`src/hdl/qrs_pkg.sv`:
```
package qrs_pkg;

    localparam int COEF_BITS = 16;
    localparam int FRAC_BITS = 16;
    localparam int OUT_BITS  = 36;

    // widths derived from the coefficient and fraction sizes
    localparam int PROD_BITS = 2 * COEF_BITS;
    localparam int DS_BITS   = 2 * COEF_BITS + 3;
    localparam int DM_BITS   = 2 * COEF_BITS + 1;
    localparam int SQ_BITS   = COEF_BITS + 1 + FRAC_BITS;
    localparam int REM_BITS  = SQ_BITS + 2;
    localparam int NUM_BITS  = SQ_BITS + 2;
    localparam int MAG_BITS  = SQ_BITS + 1;
    localparam int DEN_BITS  = COEF_BITS + 1;
    localparam int DVM_BITS  = COEF_BITS + 1;
    localparam int DREM_BITS = DVM_BITS + 1;
    localparam int WW_BITS   = ((MAG_BITS + 1 > OUT_BITS) ? MAG_BITS + 1 : OUT_BITS) + 1;

    typedef enum logic [1:0] {
        ST_OK       = 2'd0,
        ST_NEG_DISC = 2'd1,
        ST_A_ZERO   = 2'd2
    } status_t;

    typedef struct packed {
        logic signed [COEF_BITS-1:0] coef_a;
        logic signed [COEF_BITS-1:0] coef_b;
        logic signed [COEF_BITS-1:0] coef_c;
    } in_word_t;

    typedef struct packed {
        logic signed [OUT_BITS-1:0] root_plus;
        logic signed [OUT_BITS-1:0] root_minus;
        logic [1:0]                 status;
    } out_word_t;

    typedef struct packed {
        status_t                     status;
        logic [DM_BITS-1:0]          disc;
        logic signed [NUM_BITS-1:0]  nb;
        logic signed [DEN_BITS-1:0]  den;
    } job_t;

    typedef struct packed {
        status_t                     status;
        logic signed [NUM_BITS-1:0]  num_plus;
        logic signed [NUM_BITS-1:0]  num_minus;
        logic signed [DEN_BITS-1:0]  den;
    } sq_res_t;

endpackage

```
`src/hdl/qrs_front.sv`:
```
module qrs_front (
    input  logic              clk,
    input  logic              rst_n,
    input  logic              coef_valid,
    output logic              coef_stall,
    input  qrs_pkg::in_word_t coefs,
    input  logic              q_full,
    output logic              push,
    output qrs_pkg::job_t     push_job
);
    import qrs_pkg::*;

    logic                        fr_valid_reg;
    logic signed [COEF_BITS-1:0] a_reg;
    logic signed [COEF_BITS-1:0] b_reg;
    logic signed [PROD_BITS-1:0] bb_reg;
    logic signed [PROD_BITS-1:0] ac_reg;
    logic signed [PROD_BITS-1:0] bb_next;
    logic signed [PROD_BITS-1:0] ac_next;
    logic signed [DS_BITS-1:0]   disc_s;
    logic                        load;

    assign coef_stall = fr_valid_reg && q_full;
    assign load       = !coef_stall;
    assign push       = fr_valid_reg && !q_full;

    assign bb_next = PROD_BITS'(coefs.coef_b * coefs.coef_b);
    assign ac_next = PROD_BITS'(coefs.coef_a * coefs.coef_c);

    always_ff @(posedge clk or negedge rst_n)
    begin
        if (!rst_n)
        begin
            fr_valid_reg <= 1'b0;
        end
        else if (load)
        begin
            fr_valid_reg <= coef_valid;
        end
    end

    always_ff @(posedge clk)
    begin
        if (load)
        begin
            a_reg  <= coefs.coef_a;
            b_reg  <= coefs.coef_b;
            bb_reg <= bb_next;
            ac_reg <= ac_next;
        end
    end

    // classify and build the job word
    always_comb
    begin
        disc_s = DS_BITS'(bb_reg) - (DS_BITS'(ac_reg) <<< 2);
        if (a_reg == '0)
        begin
            push_job.status = ST_A_ZERO;
        end
        else if (disc_s < 0)
        begin
            push_job.status = ST_NEG_DISC;
        end
        else
        begin
            push_job.status = ST_OK;
        end
        push_job.disc = (push_job.status == ST_OK) ? disc_s[DM_BITS-1:0] : '0;
        push_job.nb   = -(NUM_BITS'(b_reg) <<< FRAC_BITS);
        push_job.den  = DEN_BITS'(a_reg) <<< 1;
    end

endmodule

```
`config.mk`:
```
export PLATFORM = sky130hd
export DESIGN_NAME = qrs_front
export DESIGN_NICKNAME = d
export VERILOG_FILES = /design/src/hdl/qrs_pkg.sv /design/src/hdl/qrs_front.sv
export SDC_FILE = /design/constraint.sdc
export NUM_CORES = 2
export LEC_CHECK = 0
export BUFFER_PORTS_ARGS = -buffer_cell sky130_fd_sc_hd__buf_4
export CELL_PAD_IN_SITES_DETAIL_PLACEMENT = 1
export CELL_PAD_IN_SITES_GLOBAL_PLACEMENT = 2
export CORE_ASPECT_RATIO = 1.2
export CORE_UTILIZATION = 40
export DETAILED_ROUTE_END_ITERATION = 12
export GPL_TIMING_DRIVEN = 0
export PLACE_DENSITY = 0.87
export SYNTH_ARGS = -nofsm -noshare
export SYNTH_HDL_FRONTEND = slang
export SYNTH_SLANG_ARGS = --single-unit
```
`constraint.sdc`:
```
create_clock -name clk -period 6 [get_ports clk]
set_input_delay 0.3 -clock clk [delete_from_list [all_inputs] [get_ports clk]]
set_output_delay 0.3 -clock clk [all_outputs]
set_load 0.1 [all_outputs]
```
## Yosys cells after proc, flatten, opt, wreduce, memory -nomap -nowiden

Cells that the tools add are included.

| word-level totals | value |
|---|---|
| word-level logic and storage cells | 18 |
| bits in writable memories | 0 |
| bits of input ports | 52 |
| memory bits (read-only) | 0 |
| bits in latches | 0 |
| bits in registers | 97 |
| memories kept | 0 |

| cells by class | value |
|---|---|
| $lt $le $gt $ge | 1 |
| mux-type cells | 3 |
| equal/unequal tests | 0 |
| divide/modulo/power cells | 0 |
| bitwise logic cells | 0 |
| reductions and logical operators | 5 |
| shift operators | 0 |
| add/subtract/negate cells | 2 |
| multiply operators | 2 |

Operators by type and width:

| kind | number |
|---|---|
| 16-bit by 16-bit multiplier with 32-bit output | 2 |
| 35-bit by 1-bit less-than comparator with 1-bit output, second input constant | 1 |
| 32-bit negation with 35-bit output | 1 |
| 32-bit by 34-bit subtractor with 35-bit output | 1 |
| 33-bit 2-to-1 mux | 1 |
| 16-bit logical NOT | 1 |
| 1-bit logical AND | 2 |
| 2-bit logical NOT | 1 |
| 2-bit 2-to-1 mux | 1 |
| 1-bit logical NOT | 1 |
| 1-bit 2-to-1 mux | 1 |

## Logic depth before layout (Yosys ltp)

| depth | value |
|---|---|
| depth after elaboration | 6 |
| mapped depth | 24 |
| gate-level depth less buffers | 23 |

## Least setup slack after synthesis

OpenSTA, ideal clock, no wires.

| timing | value |
|---|---|
| path type | input to register |
| from | in coefs[47] (netlist name) |
| to | reg ac_reg[31], data pin |
| path slack | -0.142 ns |
| setup time | 0.260 ns |
| stages | 19 |
| buffers on the path | 1 |
| data arrival time | 5.882 ns |
| cells stage by stage | clkbuf_1 nand2_1 inv_1 fa_1 fa_1 fa_1 fa_1 fa_1 inv_1 fa_1 inv_1 ha_1 a21oi_1 o211ai_1 o311a_4 o41ai_4 o2111ai_1 a21oi_1 xnor2_1 |

| on the way | value |
|---|---|
| longest elaborated chain between the ends | 1 |

Ends and longest elaborated chain:

| item | line | source |
|---|---|---|
| start: declaration | qrs_front.sv:6 | `input qrs_pkg::in_word_t coefs,` |
| 16-bit by 16-bit multiplier with 32-bit output | qrs_front.sv:28 | `assign ac_next = PROD_BITS'(coefs.coef_a * coefs.coef_c);` |
| named net ac_next[31] | qrs_front.sv:19 | `logic signed [PROD_BITS-1:0] ac_next;` |
| end signal: assignment | qrs_front.sv:49 | `ac_reg <= ac_next;` |
| end: declaration | qrs_front.sv:17 | `logic signed [PROD_BITS-1:0] ac_reg;` |

The timed path passes the listed nets, and every way through them passes these cells.
A chain may end at the register's enable or synchronous reset.

## Final worst setup path

| timing | value |
|---|---|
| from | in coefs[18] (netlist name) |
| to | reg bb_reg[31], data pin |

| on the way | value |
|---|---|
| longest elaborated chain between the ends | 1 |

Ends and longest elaborated chain:

| item | line | source |
|---|---|---|
| 16-bit by 16-bit multiplier with 32-bit output | qrs_front.sv:27 | `assign bb_next = PROD_BITS'(coefs.coef_b * coefs.coef_b);` |
| named net bb_next[31] | qrs_front.sv:18 | `logic signed [PROD_BITS-1:0] bb_next;` |
| end signal: assignment | qrs_front.sv:48 | `bb_reg <= bb_next;` |
| end: declaration | qrs_front.sv:16 | `logic signed [PROD_BITS-1:0] bb_reg;` |

The timed path passes the listed nets, and every way through them passes these cells.

==> results.ini <==
[global_routing]
grt_max_degree = 52
grt_pass1_wl_um = 109900
grt_antenna_before_repair = 0
grt_overflow = 0
grt_use_total = 0.2343
grt_pass1_vias = 20440

[cells_and_area]
stdcell_area_um2 = 27620
area_delta_synth_final_pct = 15.44
largest_reg_flops = 32
layout.cells.non_filler = 3486
final_nets = 3443
drive_above_1_share = 0.1362
antenna_cells = 0

[worst_setup_path]
crit_path_end_kind = register
slowest_stage = fa_2
cp_max_fo = 10
critPathArrivalTime_ns = 5.97
start_kind = input pin
timing_worst_setup_path_type = input pin to register
critPathMostFrequentCell = fa_1
cp_cell_sequence = buf_4 -> buf_8 -> and2_4 -> fa_1 -> inv_1 -> fa_2 -> inv_1 -> fa_1 -> fa_1 -> inv_1 -> fa_1 -> fa_1 -> inv_2 -> ha_4 -> nand3_1 -> nor3_2 -> a21oi_2 -> a211oi_2 -> o211ai_1 -> buf_4 -> nand2_2 -> a21o_1 -> a311oi_2
cp.required_ns = 6.11
critPathMaxStageDelay_ns = 0.57

[timing]
drv_slew = 0
setup_tns_ns = 0
setup_viol = 0
clock_skew_ns = 0.02205
rsz0062_at_grt = yes
setup_ws_ns = 0.1359
hold_viol = 0
relSlewSlack = 0.3492
min_period_over_period = 0.9774
period_needed_ns = 5.864
fmax_mhz = 170.5
tightest_slew_ns = 0.9672

[clocking]
cts_sinks = 95
cts_tree = yes
cts_root_buf = clkbuf_16
clk-insertion-delay-late_ns = 0.40
path_clk_slew_ns = 0.07
cts_inserted_buffers = 9
ctsHtreeMaxLevel = 3
clockBufferDepth = 2

[synthesis]
syn_area_per_cell_um2 = 9.543
synthArstFlopShare = 0.01053
syn_inst = 2507
yosysWarnings = 0
synth_cell_types = 68
ys_seq_area_frac = 0.1190
synth_edf_count = 94
ys_ff_latch = 95
synth_area_um2 = 23920
synth_ff_type = edfxtp_1

[floorplanning]
initial_utilization = 0.4073
rows = 97
core_area_um2 = 58740
die_w_um = 225.3
die_h_um = 269.9
ios = 141
dieArea_um2 = 60800

[route]
drtPass1Iterations = 5
routed-via-count = 17410
avgRoutedWirePerCell_um = 19.52
postRouteWirelength_um = 68050
drt_iter0_drc = 572
via_per_inst = 4.995
drc = 0
ant_nets = 0

[hold_path]
hold_class = input pin to register

[placement]
io_buffers = 122
gp_congestion = 0.9177
post-place-cells = 3439
post_dp_cell_area_um2 = 25940
pre_cts_ws_ns = -1.391
dp_hpwl_um = 58030

[run_status]
outcome = finished clean

[flow_run]
drv_cap = 0

## repair_timing
action                                  CTS  global route
gates resized for setup                 184           108
hold buffers                              1             0
endpoints found under the setup margin   30            15
pin swaps                                36            54
hold endpoints to repair                  1             0
cloned                                    1             0
buffers inserted                         20            26
## cell usage after synthesis (4+ instances only)
library cell  instances  area, um^2
clkbuf_1             61       229.0
nand3_1              19       95.09
o21bai_1             11       82.58
xnor2_1              79       691.9
nand2b_1             21       131.4
and2_1              193        1207
inv_1               650        2440
a31o_2                6       52.55
o21ai_1               7       35.03
a21o_1               26       195.2
xor2_1               27       236.5
a211oi_1             12       90.09
nor3b_1               8       60.06
nor3_1               16       80.08
or4_1                 4       30.03
a31oi_1               8       50.05
edfxtp_1             94        2823
ha_1                204        2552
a21oi_1              72       360.4
nand4_1               8       50.05
or3_1                 6       37.54
nor2b_1              12       75.07
nand2_1             226       848.3
nor2_1               84       315.3
buf_4                19       142.6
o21a_1                8       60.06
and3_1               12       75.07
nor4_1               11       68.82
o21ai_0              39       195.2
o211ai_1              7       52.55
fa_1                498        9970
## layout by cell type (no fill, tap or decap), types with 8 or more instances in the layout
cell | Yosys | layout
inv_1 | 650 | 643
fa_1 | 498 | 480
nand2_1 | 226 | 218
and2_1 | 193 | 186
ha_1 | 204 | 185
buf_4 | 19 | 174
edfxtp_1 | 94 | 94
nor2_1 | 84 | 79
xnor2_1 | 79 | 79
a21oi_1 | 72 | 60
o21ai_0 | 39 | 37
xor2_1 | 27 | 27
a21o_1 | 26 | 26
nand2b_1 | 21 | 21
clkbuf_16 | 0 | 19
fa_2 | 0 | 18
conb_1 | 1 | 18
nand3_1 | 19 | 16
buf_6 | 0 | 16
ha_4 | 0 | 13
buf_8 | 0 | 12
and3_1 | 12 | 12
nor2b_1 | 12 | 12
nor3_1 | 16 | 12
a21oi_2 | 2 | 10
a211oi_1 | 12 | 10
o21bai_1 | 11 | 10
nor4_1 | 11 | 9
nand4_1 | 8 | 8
o21a_1 | 8 | 8
## final timing paths
path / start / end / slack (ns) / cells after the start
setup / recovery: coefs[18] / bb_reg[31]$_DFFE_PN_ / 0.14 / 23
min in group asynchronous: rst_n / fr_valid_reg$_DFFE_PN0N_ / 0.23 / 2
hold / removal: coef_valid / fr_valid_reg$_DFFE_PN0N_ / 0.11 / 2
hold reg to reg: fr_valid_reg$_DFFE_PN0N_ / fr_valid_reg$_DFFE_PN0N_ / 1.05 / 2
setup reg to reg: fr_valid_reg$_DFFE_PN0N_ / a_reg[10]$_DFFE_PN_ / 4.33 / 2
max in group asynchronous: rst_n / fr_valid_reg$_DFFE_PN0N_ / 5.69 / 2
## worst max-delay path, delay by kind of cell
family / cells / cell delay (ns)
AND/OR/NAND/NOR: 4 / 0.51
AO/OA/AOI/OAI: 5 / 0.86
buffers and inverters: 7 / 0.76
adder cells (fa/ha/maj): 7 / 3.53
## layout make-up
class | instances | area [um^2]
Clock inverter | 7 | 71.32
Sequential cell | 95 | 2848
Buffer | 66 | 807.0
Tap cell | 792 | 991.0
Fill cell | 6731 | 31120
Clock buffer | 9 | 225.2
Inverter | 650 | 2451
Timing Repair Buffer | 171 | 1390
Multi-Input combinational cell | 1696 | 18830
## stage by stage
stage	utilization	hold slack, ns
final	0.4702	0.1102
after global routing	0.4702	0.1145
after CTS	0.4614	0.07968
after detailed placement	0.4416	0.07662
after global placement	0.4410	0.07492
after floorplan	-	0.004409
## layer usage
layer | share of wire | vias up | global-route usage
li1 | - | 7923 | -
met1 | 0.38 | 9067 | 0.2652
met2 | 0.56 | 299 | 0.4460
met3 | 0.027 | 122 | 0.02295
met4 | 0.037 | 0 | 0.08933
met5 | 0 | - | 0
## cells by family after synthesis
kind of cell / Yosys count / synth area share
AO/OA/AOI/OAI: 235 / 0.06658
XOR/XNOR: 106 / 0.03881
adder cells (fa/ha/maj): 702 / 0.5234
buffers and inverters: 733 / 0.1181
flip-flops: 95 / 0.1190
multiplexers: 4 / 0.001726
other: 1 / 0.0001567
AND/OR/NAND/NOR: 631 / 0.1322
Power is not shown: default switching activity piles up to over one toggle a cycle in this logic, so the estimate is an artifact.
