<file path="src/hdl/qrs_pkg.sv">
package qrs_pkg;

    localparam int COEF_BITS = 16;
    localparam int FRAC_BITS = 16;
    localparam int OUT_BITS  = 36;

    // widths derived from the coefficient and fraction sizes
    localparam int PROD_BITS = 2 * COEF_BITS;
    localparam int DS_BITS   = 2 * COEF_BITS + 3;
    localparam int DM_BITS   = 2 * COEF_BITS + 1;
    localparam int SQ_BITS   = COEF_BITS + 1 + FRAC_BITS;
    localparam int REM_BITS  = SQ_BITS + 2;
    localparam int NUM_BITS  = SQ_BITS + 2;
    localparam int MAG_BITS  = SQ_BITS + 1;
    localparam int DEN_BITS  = COEF_BITS + 1;
    localparam int DVM_BITS  = COEF_BITS + 1;
    localparam int DREM_BITS = DVM_BITS + 1;
    localparam int WW_BITS   = ((MAG_BITS + 1 > OUT_BITS) ? MAG_BITS + 1 : OUT_BITS) + 1;

    typedef enum logic [1:0] {
        ST_OK       = 2'd0,
        ST_NEG_DISC = 2'd1,
        ST_A_ZERO   = 2'd2
    } status_t;

    typedef struct packed {
        logic signed [COEF_BITS-1:0] coef_a;
        logic signed [COEF_BITS-1:0] coef_b;
        logic signed [COEF_BITS-1:0] coef_c;
    } in_word_t;

    typedef struct packed {
        logic signed [OUT_BITS-1:0] root_plus;
        logic signed [OUT_BITS-1:0] root_minus;
        logic [1:0]                 status;
    } out_word_t;

    typedef struct packed {
        status_t                     status;
        logic [DM_BITS-1:0]          disc;
        logic signed [NUM_BITS-1:0]  nb;
        logic signed [DEN_BITS-1:0]  den;
    } job_t;

    typedef struct packed {
        status_t                     status;
        logic signed [NUM_BITS-1:0]  num_plus;
        logic signed [NUM_BITS-1:0]  num_minus;
        logic signed [DEN_BITS-1:0]  den;
    } sq_res_t;

endpackage

</file>
<file path="src/hdl/qrs_queue.sv">
module qrs_queue (
    input  logic          clk,
    input  logic          rst_n,
    input  logic          push,
    input  qrs_pkg::job_t push_job,
    input  logic          pop,
    output logic          full,
    output logic          not_empty,
    output qrs_pkg::job_t head
);
    import qrs_pkg::*;

    logic [1:0] cnt_reg;
    logic [1:0] cnt_next;
    job_t       e0_reg;
    job_t       e1_reg;

    assign full      = (cnt_reg == 2'd2);
    assign not_empty = (cnt_reg != 2'd0);
    assign head      = e0_reg;

    assign cnt_next = cnt_reg + 2'(push) - 2'(pop);

    always_ff @(posedge clk or negedge rst_n)
    begin
        if (!rst_n)
        begin
            cnt_reg <= 2'd0;
        end
        else
        begin
            cnt_reg <= cnt_next;
        end
    end

    // two-slot shift queue, slot 0 is the head
    always_ff @(posedge clk)
    begin
        if (pop)
        begin
            e0_reg <= (push && cnt_reg == 2'd1) ? push_job : e1_reg;
            if (push && cnt_reg == 2'd2)
            begin
                e1_reg <= push_job;
            end
        end
        else if (push)
        begin
            if (cnt_reg == 2'd0)
            begin
                e0_reg <= push_job;
            end
            else
            begin
                e1_reg <= push_job;
            end
        end
    end

endmodule

</file>
<file path="config.mk">
export PLATFORM = sky130hd
export DESIGN_NAME = qrs_queue
export DESIGN_NICKNAME = d
export VERILOG_FILES = /design/src/hdl/qrs_pkg.sv /design/src/hdl/qrs_queue.sv
export SDC_FILE = /design/constraint.sdc
export NUM_CORES = 1
export LEC_CHECK = 0
export BUFFER_PORTS_ARGS = -buffer_cell sky130_fd_sc_hd__buf_4
export CAP_MARGIN = 20
export CORE_UTILIZATION = 54
export DETAILED_ROUTE_END_ITERATION = 16
export HOLD_SLACK_MARGIN = 0.05
export PLACE_DENSITY = 0.82
export SLEW_MARGIN = 20
export SYNTH_ARGS = -nofsm -noshare
export SYNTH_HDL_FRONTEND = slang
export SYNTH_SLANG_ARGS = --single-unit
</file>
<file path="constraint.sdc">
create_clock -name clk -period 3.9 [get_ports clk]
set_input_delay 0.78 -clock clk [delete_from_list [all_inputs] [get_ports clk]]
set_output_delay 0.78 -clock clk [all_outputs]
set_load 0.05 [all_outputs]
</file>
-- Word level (Yosys, flattened, before mapping)
Cells that the tools add are included.
- flip-flop bits (word level): 176
- input port bits: 91
- output and inout bits: 89
- add/sub/neg operators: 2
- equal/unequal tests: 4
- multiplexer cells: 8
- reduce and logical (&&, ||, !) cells: 8
- operator list (operator ; number):
    87-bit two-way mux ; 8
    2-bit nonzero test ; 3
    3-bit AND reduction ; 1
    2-bit by 1-bit adder with 2-bit output ; 1
    2-bit by 1-bit equality test with 1-bit output (second input constant) ; 1
    2-bit equality test (second input constant) ; 1
    1-bit logical AND ; 2
    2-bit logical NOT ; 1
    2-bit by 1-bit inequality test with 1-bit output (second input constant) ; 1
    2-bit inequality test (second input constant) ; 1
    2-bit AND reduction ; 1
    2-bit by 1-bit subtractor with 2-bit output ; 1

-- Depth between registers and ports, before layout
Gate-level depths: netlist of the first run.
- depth in word-level cells: 4
- mapped depth: 8

-- Least setup slack after synthesis of the first run
Ideal clock, no wire load.
- path kind: register to register
- start point: register cnt_reg[1]
- end point: register e1_reg[0] in the netlist's numbering (enable)
- arrival: 3.529 ns
- required time: 3.448 ns
- slack: -0.081 ns
- stages on the path, launching flop included: 5
- clock period less this slack: 3.981 ns
- path through: dfrtp_1 > buf_4 > clkbuf_1 > nor2b_1 > o21a_1
- cells in the longest elaborated chain, start to end: 4
- elaborated cells on any way between the ends: 6
- ends and longest elaborated chain (what ; RTL line ; RTL):
    start: declaration ; qrs_queue.sv:13 ; logic [1:0] cnt_reg;
    start signal: assignment ; qrs_queue.sv:32 ; cnt_reg <= cnt_next;
    2-bit equality test ; - ;
    named net full ; qrs_queue.sv:7 ; output logic full,
    1-bit logical AND ; qrs_queue.sv:42 ; if (push && cnt_reg == 2'd2)
    2-bit by 1-bit inequality test with 1-bit output (no source line) ; - ;
    3-bit AND reduction (no source line) ; - ;
    end signal: assignment ; qrs_queue.sv:44 ; e1_reg <= push_job;
    end signal: assignment ; qrs_queue.sv:55 ; e1_reg <= push_job;
    end: declaration ; qrs_queue.sv:16 ; job_t e1_reg;
The timed path passes the listed nets, and every way through them passes these cells.
A chain may end at the register's enable or synchronous reset.

-- Worst setup path in the final report of the first run
- start point: register cnt_reg[0]
- end point: output not_empty
- cells in the longest elaborated chain, start to end: 1
- ends and longest elaborated chain (what ; RTL line ; RTL):
    2-bit nonzero test ; qrs_queue.sv:19 ; assign not_empty = (cnt_reg != 2'd0);
    end: declaration ; qrs_queue.sv:8 ; output logic not_empty,
Every way passes these cells.

==> impl_metrics.env, run 1 <==
export IMPL_rsz0062_at_grt="no"
export IMPL_grt_use_total_pct=24.1
export IMPL_yosysUniqueCellTypes=20
export IMPL_r2r_start="cnt_reg[1]"
export IMPL_synth_area_leaders="edfxtp_1 65%, nand4b_1 9.4%, nand2b_1 6.7%, o211ai_1 5.3%, o211ai_2 4.6%"
export IMPL_synth_xor_area_share_pct=0.217
export IMPL_cp_startpoint="cnt_reg[0]"
export IMPL_synth_net_count=689
export IMPL_period_needed_ns=2.52
export IMPL_cts_tree="built"
export IMPL_clock_sinks=176
export IMPL_core_mm2=0.0146
export IMPL_avgSynthCellArea_um2=13.6
export IMPL_final_cell_mix="186 x buf_4, 174 x edfxtp_1, 87 x nand2_1, 87 x nand4b_1, 87 x nand2b_1"
export IMPL_synthSimpleGateAreaFrac_pct=20.5
export IMPL_tightestPinTransition_ns=0.766
export IMPL_setup_tns_ns=0
export IMPL_synth_compound_area_share_pct=10.1
export IMPL_die_h_um=124
export IMPL_routedWlPerCell_um=19.6
export IMPL_ys_warn_count=0
export IMPL_synth_top_family_by_area="simple AND/OR/NAND/NOR gates"
export IMPL_rows=44
export IMPL_place_hpwl_um=11200
export IMPL_post_route_drc_count=0
export IMPL_path_clk_slew_ns=0.06
export IMPL_area_delta_synth_final_pct=24.9
export IMPL_p_seq_share_pct=41.6
export IMPL_reg2reg_setup_slack_ns=1.47
export IMPL_dp_cells=909
export IMPL_finClkSkew_ns=0.00590
export IMPL_reg2reg_depth=4
export IMPL_grt_pass1_vias=5648
export IMPL_num_io_pins=180
export IMPL_synth_cell_area_mm2=0.00808
export IMPL_cts_repair_resized=0
export IMPL_status="complete, no violations"
export IMPL_post_cts_buffers=0
export IMPL_p_leak_nw=3.71
export IMPL_root_buffer="clkbuf_16"
export IMPL_detail_route_antenna_nets=0
export IMPL_die_w_um=124
export IMPL_drtPass1Iterations=5
export IMPL_setup_ws_ns=1.38
export IMPL_critPathMaxFanout=42
export IMPL_hold_ws_ns=0.125
export IMPL_preCtsSetupSlack_ns=1.17
export IMPL_crit_path_end_kind="primary output"
export IMPL_slew_violations=0
export IMPL_ys_seq_elements=176
export IMPL_power_density_mw_per_mm2=686
export IMPL_maxSlewHeadroom_pct=48.9
export IMPL_vias_per_cell=5.98
export IMPL_nNetsFinal=837
export IMPL_initial_core_util_pct=55.4
export IMPL_critPathArrivalTime_ns=1.74
export IMPL_clk_path_buf_depth=2
export IMPL_grt_pass1_wl_um=29100
export IMPL_drtIter0Drc=774
export IMPL_pwr_share_comb_pct=33.4
export IMPL_setup_violations=0
export IMPL_crit_path_end="not_empty"
export IMPL_cts_buffers=17
export IMPL_synth_seq_area_share_pct=65.3
export IMPL_required_ns=3.12
export IMPL_pwr_share_clk_pct=25.0
export IMPL_post_route_util_pct=69.2
export IMPL_cts_hold_buf=0
export IMPL_netlist_instances=596
export IMPL_clock_latency_ns=0.42
export IMPL_stdcell_count=941
export IMPL_dieArea_mm2=0.0155
export IMPL_grt_max_degree=90
export IMPL_hold_path_class="in2async"
export IMPL_h_tree_depth=4
export IMPL_grt_overflow=0
export IMPL_drive_gt1_share_pct=33.0
export IMPL_synthAdderAreaFrac_pct=0.310
export IMPL_num_vias=5631
export IMPL_ir_drop_mv=0.344
export IMPL_num_antenna_cells=0
export IMPL_layout_commonest_cell="buf_4"
export IMPL_gp_congestion=0.742
export IMPL_numPortBuffers=179
export IMPL_routed_wirelength_um=18400
export IMPL_synth_mux_area_share_pct=0
export IMPL_p_int_w=0.00444
export IMPL_power_switching_w=0.00248
export IMPL_synth_top_area_share_pct=64.7
export IMPL_hold_viol_final=0
export IMPL_max_freq_mhz=397
export IMPL_antenna_found_initial=0
export IMPL_reg2reg_to="head[28]"
export IMPL_maxCapViolations=0
export IMPL_startpoint_type="flip-flop"
export IMPL_yosysTopAreaCell="edfxtp_1"
export IMPL_path_class="reg2out"
export IMPL_p_sw_share_pct=35.9
export IMPL_period_share_pct=64.5
## kinds of logic (layout without fill, tap and decap cells)
logic type / count (synthesis) / after routing
compound gates: 89 / 89
xor+xnor: 2 / 2
fa+ha+maj: 2 / 2
buf+inv: 62 / 223
flops: 176 / 176
simple gates: 265 / 265
## power groups by stage
| stage | clock [W] | sequential [W] | combinational, W |
|---|---|---|---|
| 3_3_place_gp | 0 | 0.00291 | 0.00226 |
| 5_1_grt | 0.00183 | 0.00292 | 0.00243 |
| 3_5_place_dp | 0 | 0.00292 | 0.00232 |
| 6_report | 0.00173 | 0.00288 | 0.00231 |
| 4_1_cts | 0.00175 | 0.00289 | 0.00232 |
| 2_1_floorplan | 0 | 0.00355 | 0.000978 |
## worst min path at each step
stage / from / endpoint / slack (ns) / cells after the start
after floorplan: rst_n / cnt_reg[0] / 0.48 / 0
after global placement: rst_n / cnt_reg[0] / 0.56 / 1
after detailed placement: rst_n / cnt_reg[1] / 0.56 / 1
after CTS: rst_n / cnt_reg[1] / 0.11 / 1
after global routing: rst_n / cnt_reg[0] / 0.11 / 1
final: rst_n / cnt_reg[0] / 0.12 / 1
## final cells by class
cell class              count  area (um2)
well taps                 184         230
repair buffers            188        1440
flip-flops and latches    176        5280
clock inverters             7         110
clock buffers              25         485
multi-input cells         358        2540
inverters                   3        11.3
fillers                   972        4500
## cells in the mapped netlist (all sizes together)
cell type	number
a21o	1
and3b	1
buf	18
clkbuf	41
dfrtp	2
edfxtp	174
ha	2
inv	3
nand2	87
nand2b	87
nand4b	87
nor2	1
nor2b	2
o211ai	87
o21a	1
xnor2	2
## worst max-delay path, cell delays in order (launching register included)
cell and delay, ns:
dfrtp_2 0.86, nor2_1 0.16, inv_1 0.09, buf_4 0.19
## stage by stage
stage                     power, W  area, um2
after floorplan            0.00452       8080
after global placement     0.00517       9490
after detailed placement   0.00523       9490
after CTS                  0.00695      10100
after global routing       0.00718      10100
final                      0.00692      10100
## metal layers
metal,vias to the layer above,global-route usage [%],part of all wire [%]
met5,-,0,0
met4,0,9.07,2.1
met3,26,6.23,8.0
met2,274,40.1,52
met1,2766,30.3,38
li1,2565,-,-
Power figures use the tool's default switching activity.
==> run 2, diff against run 1 <==
Settings changed: ABC_AREA set to 1, CORE_UTILIZATION 54 to 52, PLACE_DENSITY 0.82 to 0.81.
Clock period 3.9 ns to 2.5 ns, I/O delays scaled along.
==> run 2 against run 1 <==
Critical path depth stayed put; register-to-register slack worse by 0.75 ns; clock skew hardly changed; final area is 13% lower; largest power group unchanged; worst hold slack better by 0.14 ns.
==> impl_metrics.env, run 2 <==
export IMPL_cts_hold_buf=1
export IMPL_slew_violations=0
export IMPL_routed_wirelength_um=14100
export IMPL_yosysMostFrequentCell="nand2_1"
export IMPL_power_density_mw_per_mm2=1150
export IMPL_critPathArrivalTime_ns=1.33
export IMPL_drtPass1Iterations=5
export IMPL_synth_commonest_cells="181 x nand2_1, 174 x edfxtp_1, 88 x nand3_1"
export IMPL_num_antenna_cells=0
export IMPL_setup_violations=0
export IMPL_clock_sinks=176
export IMPL_avgSynthCellArea_um2=13.6
export IMPL_vias_per_cell=5.21
export IMPL_core_mm2=0.0122
export IMPL_synth_ff_type="edfxtp_1"
export IMPL_startpoint_type="flip-flop"
export IMPL_crit_buf_inv=2
export IMPL_final_seq_area_mm2=0.00528
export IMPL_hold_path_end="e1_reg[16]"
export IMPL_die_w_um=115
export IMPL_critPathMaxFanout=4
export IMPL_h_tree_depth=4
export IMPL_r2r_start="cnt_reg[0]"
export IMPL_drive_gt1_share_pct=33.0
export IMPL_rsz0062_at_grt="no"
export IMPL_cts_buffers=17
export IMPL_routedWlPerCell_um=16.6
export IMPL_synth_cell_area_mm2=0.00662
export IMPL_power_switching_w=0.00349
export IMPL_pwr_share_clk_pct=27.4
export IMPL_cp_top_family="flip-flops"
export IMPL_reg2reg_setup_slack_ns=0.72
export IMPL_nFillCells=829
export IMPL_post_cts_buffers=0
export IMPL_tightestPinTransition_ns=0.590
export IMPL_p_int_w=0.00660
export IMPL_synth_seq_area_share_pct=79.7
export IMPL_detail_route_antenna_nets=0
export IMPL_cts_repair_resized=0
export IMPL_grt_use_total_pct=22.2
export IMPL_gp_congestion=0.809
export IMPL_root_buffer="clkbuf_16"
export IMPL_max_stage_delay_ns=0.47
export IMPL_grt_pass1_wl_um=21600
export IMPL_rows=40
export IMPL_hold_depth=1
export IMPL_synth_top_area_share_pct=78.9
export IMPL_maxCapViolations=0
export IMPL_p_seq_share_pct=42.9
export IMPL_finClkSkew_ns=0.00563
export IMPL_clk_path_buf_depth=2
export IMPL_synth_edf_count=174
export IMPL_ir_drop_mv=0.656
export IMPL_reg2reg_depth=5
export IMPL_nNetsFinal=758
export IMPL_place_hpwl_um=8910
export IMPL_crit_slowest_cell="dfrtp_1"
export IMPL_die_h_um=115
export IMPL_grt_max_degree=79
export IMPL_hold_path_class="in2reg"
export IMPL_post_route_drc_count=0
export IMPL_required_ns=2.00
export IMPL_period_share_pct=73.3
export IMPL_finalPower_w=0.0101
export IMPL_ys_warn_count=0
export IMPL_multi_input_area_mm2=0.00122
export IMPL_layout_commonest_cell="buf_4"
export IMPL_yosysTopAreaCell="edfxtp_1"
export IMPL_status="complete, no violations"
export IMPL_p_leak_nw=3.77
export IMPL_area_delta_synth_final_pct=33.1
export IMPL_ys_seq_elements=176
export IMPL_hold_viol_final=0
export IMPL_path_cells="inv_1 > nand2_4 > buf_4"
export IMPL_grt_pass1_vias=4307
export IMPL_path_clk_slew_ns=0.07
export IMPL_numPortBuffers=179
export IMPL_path_class="reg2out"
export IMPL_max_freq_mhz=546
export IMPL_initial_core_util_pct=54.2
export IMPL_hold_ws_ns=0.260
export IMPL_period_needed_ns=1.83
export IMPL_grt_overflow=0
export IMPL_synth_area_leaders="edfxtp_1 79%, nand2_1 10%, nand3_1 6.7%, buf_2 0.91%, dfrtp_1 0.76%"
export IMPL_maxSlewHeadroom_pct=60.7
export IMPL_p_sw_share_pct=34.6
export IMPL_synthArstFlopShare_pct=1.14
export IMPL_num_io_pins=180
export IMPL_dieArea_mm2=0.0132
export IMPL_pwr_share_comb_pct=29.7
export IMPL_num_vias=4410
export IMPL_reg2reg_to="e1_reg[43]"
export IMPL_antenna_found_initial=0
export IMPL_clock_latency_ns=0.42
export IMPL_yosysUniqueCellTypes=17
export IMPL_min_delay_start="push_job[16]"
export IMPL_netlist_instances=486
export IMPL_drtIter0Drc=565
export IMPL_cts_tree="built"
export IMPL_synth_net_count=579
export IMPL_preCtsSetupSlack_ns=0.597
export IMPL_final_cell_mix="183 x buf_4, 180 x nand2_1, 174 x edfxtp_1"
export IMPL_crit_path_end_kind="primary output"
export IMPL_setup_ws_ns=0.668
[run 2: cell count changes after synthesis, moves of 3 or more]
cell and delta:
clkbuf_1 -34, nand2b_1 -87, o211ai_1 -57, o211ai_2 -30, nand4b_1 -87, nand2_1 +94
buf_1 +3, buf_6 -4, nand3_1 +88
[run 2: worst max path at each step]
stage / start / endpoint / slack (ns) / depth (start not counted)
after floorplan: pop / e1_reg[0] / -0.25 / 4
after global placement: pop / head[50] / 0.64 / 3
after detailed placement: pop / head[73] / 0.60 / 4
after CTS: cnt_reg[0] / not_empty / 0.65 / 3
after global routing: cnt_reg[0] / not_empty / 0.61 / 3
final: cnt_reg[0] / not_empty / 0.67 / 3
[run 2: cell type report]
| type | instances | area share (%) |
|---|---|---|
| inverter | 6 | 0.256 |
| clock inverter | 14 | 2.16 |
| sequential | 176 | 59.9 |
| multi-input combinational | 276 | 13.8 |
| timing repair buffer | 188 | 16.6 |
| clock buffer | 18 | 4.87 |
| tap | 168 | 2.39 |
[run 2: logic make-up (layout without fill, tap and decap cells)]
group	count (synthesis)	after routing	share of synthesized area [%]
AND/OR/NAND/NOR	272	272	17.3
adder cells (fa/ha/maj)	2	2	0.378
flip-flops	176	176	79.7
buffers and inverters	34	226	2.44
AO/OA/AOI/OAI	2	2	0.189
[run 2: power by group through the flow]
stage                     Clock (W)  Sequential (W)  Combinational [W]
after floorplan                   0         0.00556           0.000865
after global placement            0         0.00436            0.00294
final                       0.00277         0.00433            0.00300
after detailed placement          0         0.00438            0.00300
after CTS                   0.00278         0.00433            0.00302
after global routing        0.00290         0.00438            0.00318
[run 2: per-stage QoR]
stage / utilization [%] / instance area (um2) / TNS [ns] / std cells
6_report: 72.2 / 8810 / 0 / 846
5_1_grt: 72.2 / 8810 / 0 / 846
4_1_cts: 72.2 / 8810 / 0 / 846
3_5_place_dp: 67.0 / 8180 / 0 / 813
3_3_place_gp: 67.0 / 8180 / 0 / 813
2_1_floorplan: - / 6670 / -21.93 / 486
[run 2: per-layer routing]
metal | vias to the layer above | wire (um) | GRT usage (%)
met2 | 244 | 7110 | 37.1
met1 | 2066 | 5350 | 26.6
met3 | 29 | 1320 | 6.38
met4 | 0 | 297 | 10.9
li1 | 2071 | - | -
met5 | - | 0 | 0
==> run 3, diff against run 2 <==
Settings changed: ABC_AREA 1 to 0, CORE_UTILIZATION 52 to 49, PLACE_DENSITY 0.81 to 0.78.
Clock period 2.5 ns to 1.6 ns, I/O delays scaled along.
==> run 3 against run 2 <==
Highest routed layer unchanged; critical path depth shrank 1; non-clock buffer count grew 19; die area up 29%; first-iteration DRC count fell by 8.7%; sequential power up 57%; sequential share of layout area is 9.3 points lower; count of clock-buffer cells in the layout increased by 1; clock skew up 0.0028 ns; combinational power rose by 110%; via count rose by 29%; critical endpoint is now full; largest power group unchanged.
==> impl_metrics.env, run 3 (synthesis results as in run 1) <==
export IMPL_path_clk_slew_ns=0.07
export IMPL_grt_pass1_vias=5491
export IMPL_root_buffer="clkbuf_16"
export IMPL_p_leak_nw=3.86
export IMPL_multi_input_area_mm2=0.00256
export IMPL_grt_use_total_pct=22.5
export IMPL_required_ns=1.28
export IMPL_finalPower_w=0.0174
export IMPL_slew_violations=0
export IMPL_nNetsFinal=856
export IMPL_crit_path_end_kind="primary output"
export IMPL_final_seq_area_mm2=0.00528
export IMPL_cts_tree="built"
export IMPL_initial_core_util_pct=50.5
export IMPL_tightestPinTransition_ns=0.549
export IMPL_antenna_found_initial=0
export IMPL_critPathArrivalTime_ns=1.25
export IMPL_path_class="reg2out"
export IMPL_clk_path_buf_depth=2
export IMPL_drtPass1Iterations=5
export IMPL_drtIter0Drc=516
export IMPL_detail_route_antenna_nets=0
export IMPL_num_vias=5678
export IMPL_post_route_util_pct=65.2
export IMPL_die_h_um=130
export IMPL_power_density_mw_per_mm2=1670
export IMPL_cts_buffers=17
export IMPL_place_hpwl_um=11900
export IMPL_wl_met1_um=7790
export IMPL_hold_viol_final=0
export IMPL_max_freq_mhz=635
export IMPL_grt_pass1_wl_um=28700
export IMPL_num_io_pins=180
export IMPL_setup_ws_ns=0.0263
export IMPL_grt_overflow=0
export IMPL_rows=46
export IMPL_grt_max_degree=73
export IMPL_gp_congestion=0.755
export IMPL_h_tree_depth=4
export IMPL_route_top_layer_used="met4"
export IMPL_routed_wirelength_um=18900
export IMPL_critPathMaxFanout=4
export IMPL_area_delta_synth_final_pct=29.1
export IMPL_die_w_um=130
export IMPL_layout_commonest_cell="buf_4"
export IMPL_post_route_drc_count=0
export IMPL_wl_met2_um=9420
export IMPL_rsz0062_at_grt="yes"
export IMPL_preCtsSetupSlack_ns=0.0966
export IMPL_period_share_pct=98.4
export IMPL_finClkSkew_ns=0.00839
export IMPL_final_cell_mix="192 x buf_4, 174 x edfxtp_1, 87 x nand2_1, 87 x nand4b_1, 87 x nand2b_1"
export IMPL_maxSlewHeadroom_pct=63.4
export IMPL_status="complete, no violations"
export IMPL_core_mm2=0.0160
export IMPL_maxCapViolations=0
export IMPL_startpoint_type="flip-flop"
export IMPL_clock_sinks=176
export IMPL_hold_path_class="in2reg"
export IMPL_setup_violations=0
export IMPL_wl_met3_um=1340
export IMPL_drive_gt1_share_pct=35.0
export IMPL_routedWlPerCell_um=19.0
export IMPL_vias_per_cell=5.73
export IMPL_dieArea_mm2=0.0170
export IMPL_nFillCells=1235
export IMPL_num_antenna_cells=0
export IMPL_period_needed_ns=1.57
export IMPL_ir_drop_mv=0.853
export IMPL_clock_latency_ns=0.43
export IMPL_numPortBuffers=179
## run 3: cell types whose count changed in the layout (fill, tap and decap cells not counted), sizes merged, moves of 4 or more
cell | previous run | this run
clkinv | 4 | 8
nand4b | 0 | 87
nand2b | 0 | 87
nand2 | 182 | 87
buf | 187 | 206
clkinvlp | 5 | 0
nand3 | 89 | 0
o211ai | 0 | 87
inv | 7 | 3
## run 3: layout make-up
class / instances / share of cell area (%)
Clock buffer: 19 / 4.15
Clock inverter: 12 / 1.61
Inverter: 3 / 0.108
Multi-Input combinational cell: 358 / 24.5
Sequential cell: 176 / 50.6
Tap cell: 216 / 2.59
Timing Repair Buffer: 207 / 16.4
## run 3: timing repair
action	4_1_cts	5_1_grt
setup endpoints to repair	2	8
hold buffers	1	0
gates resized for setup	6	2
setup buffers	2	3
pin swaps	1	1
endpoints found under the hold margin	2	0
## run 3: path summary, 6_finish.rpt
check / from / to / slack [ns] / cells past startpoint
hold reg to reg: e1_reg[57] / head[57] / 0.60 / 2
hold / removal: push_job[15] / e1_reg[15] / 0.08 / 1
min in group asynchronous: rst_n / cnt_reg[0] / 0.25 / 2
setup reg to reg: cnt_reg[0] / head[13] / 0.04 / 4
setup / recovery: cnt_reg[0] / full / 0.03 / 2
max in group asynchronous: rst_n / cnt_reg[0] / 1.25 / 2
## run 3: power breakdown
part / switching [W] / internal, W
logic: 0.00418 / 0.00218
clock network: 0.00169 / 0.00259
registers: 0.000360 / 0.00643
## run 3: per-stage QoR
stage | cells | cell area [um2] | hold slack (ns) | setup TNS, ns
2_1_floorplan | 596 | 8120 | 0.0244 | -64.53
3_3_place_gp | 954 | 9750 | 0.104 | 0
3_5_place_dp | 954 | 9750 | 0.104 | 0
4_1_cts | 988 | 10400 | 0.0682 | -0.0168
5_1_grt | 991 | 10400 | 0.0631 | -0.0374
6_report | 991 | 10400 | 0.0829 | 0
## run 3: layer usage
layer	GRT usage, %	vias to the layer above
met4	7.91	0
li1	-	2609
met1	28.9	2821
met5	0	-
met2	36.8	226
met3	6.15	22
## run 3: worst max-delay path: stages (launching register included)
cell and delay (ns):
dfrtp_4 0.52, nor2b_4 0.15, buf_8 0.16
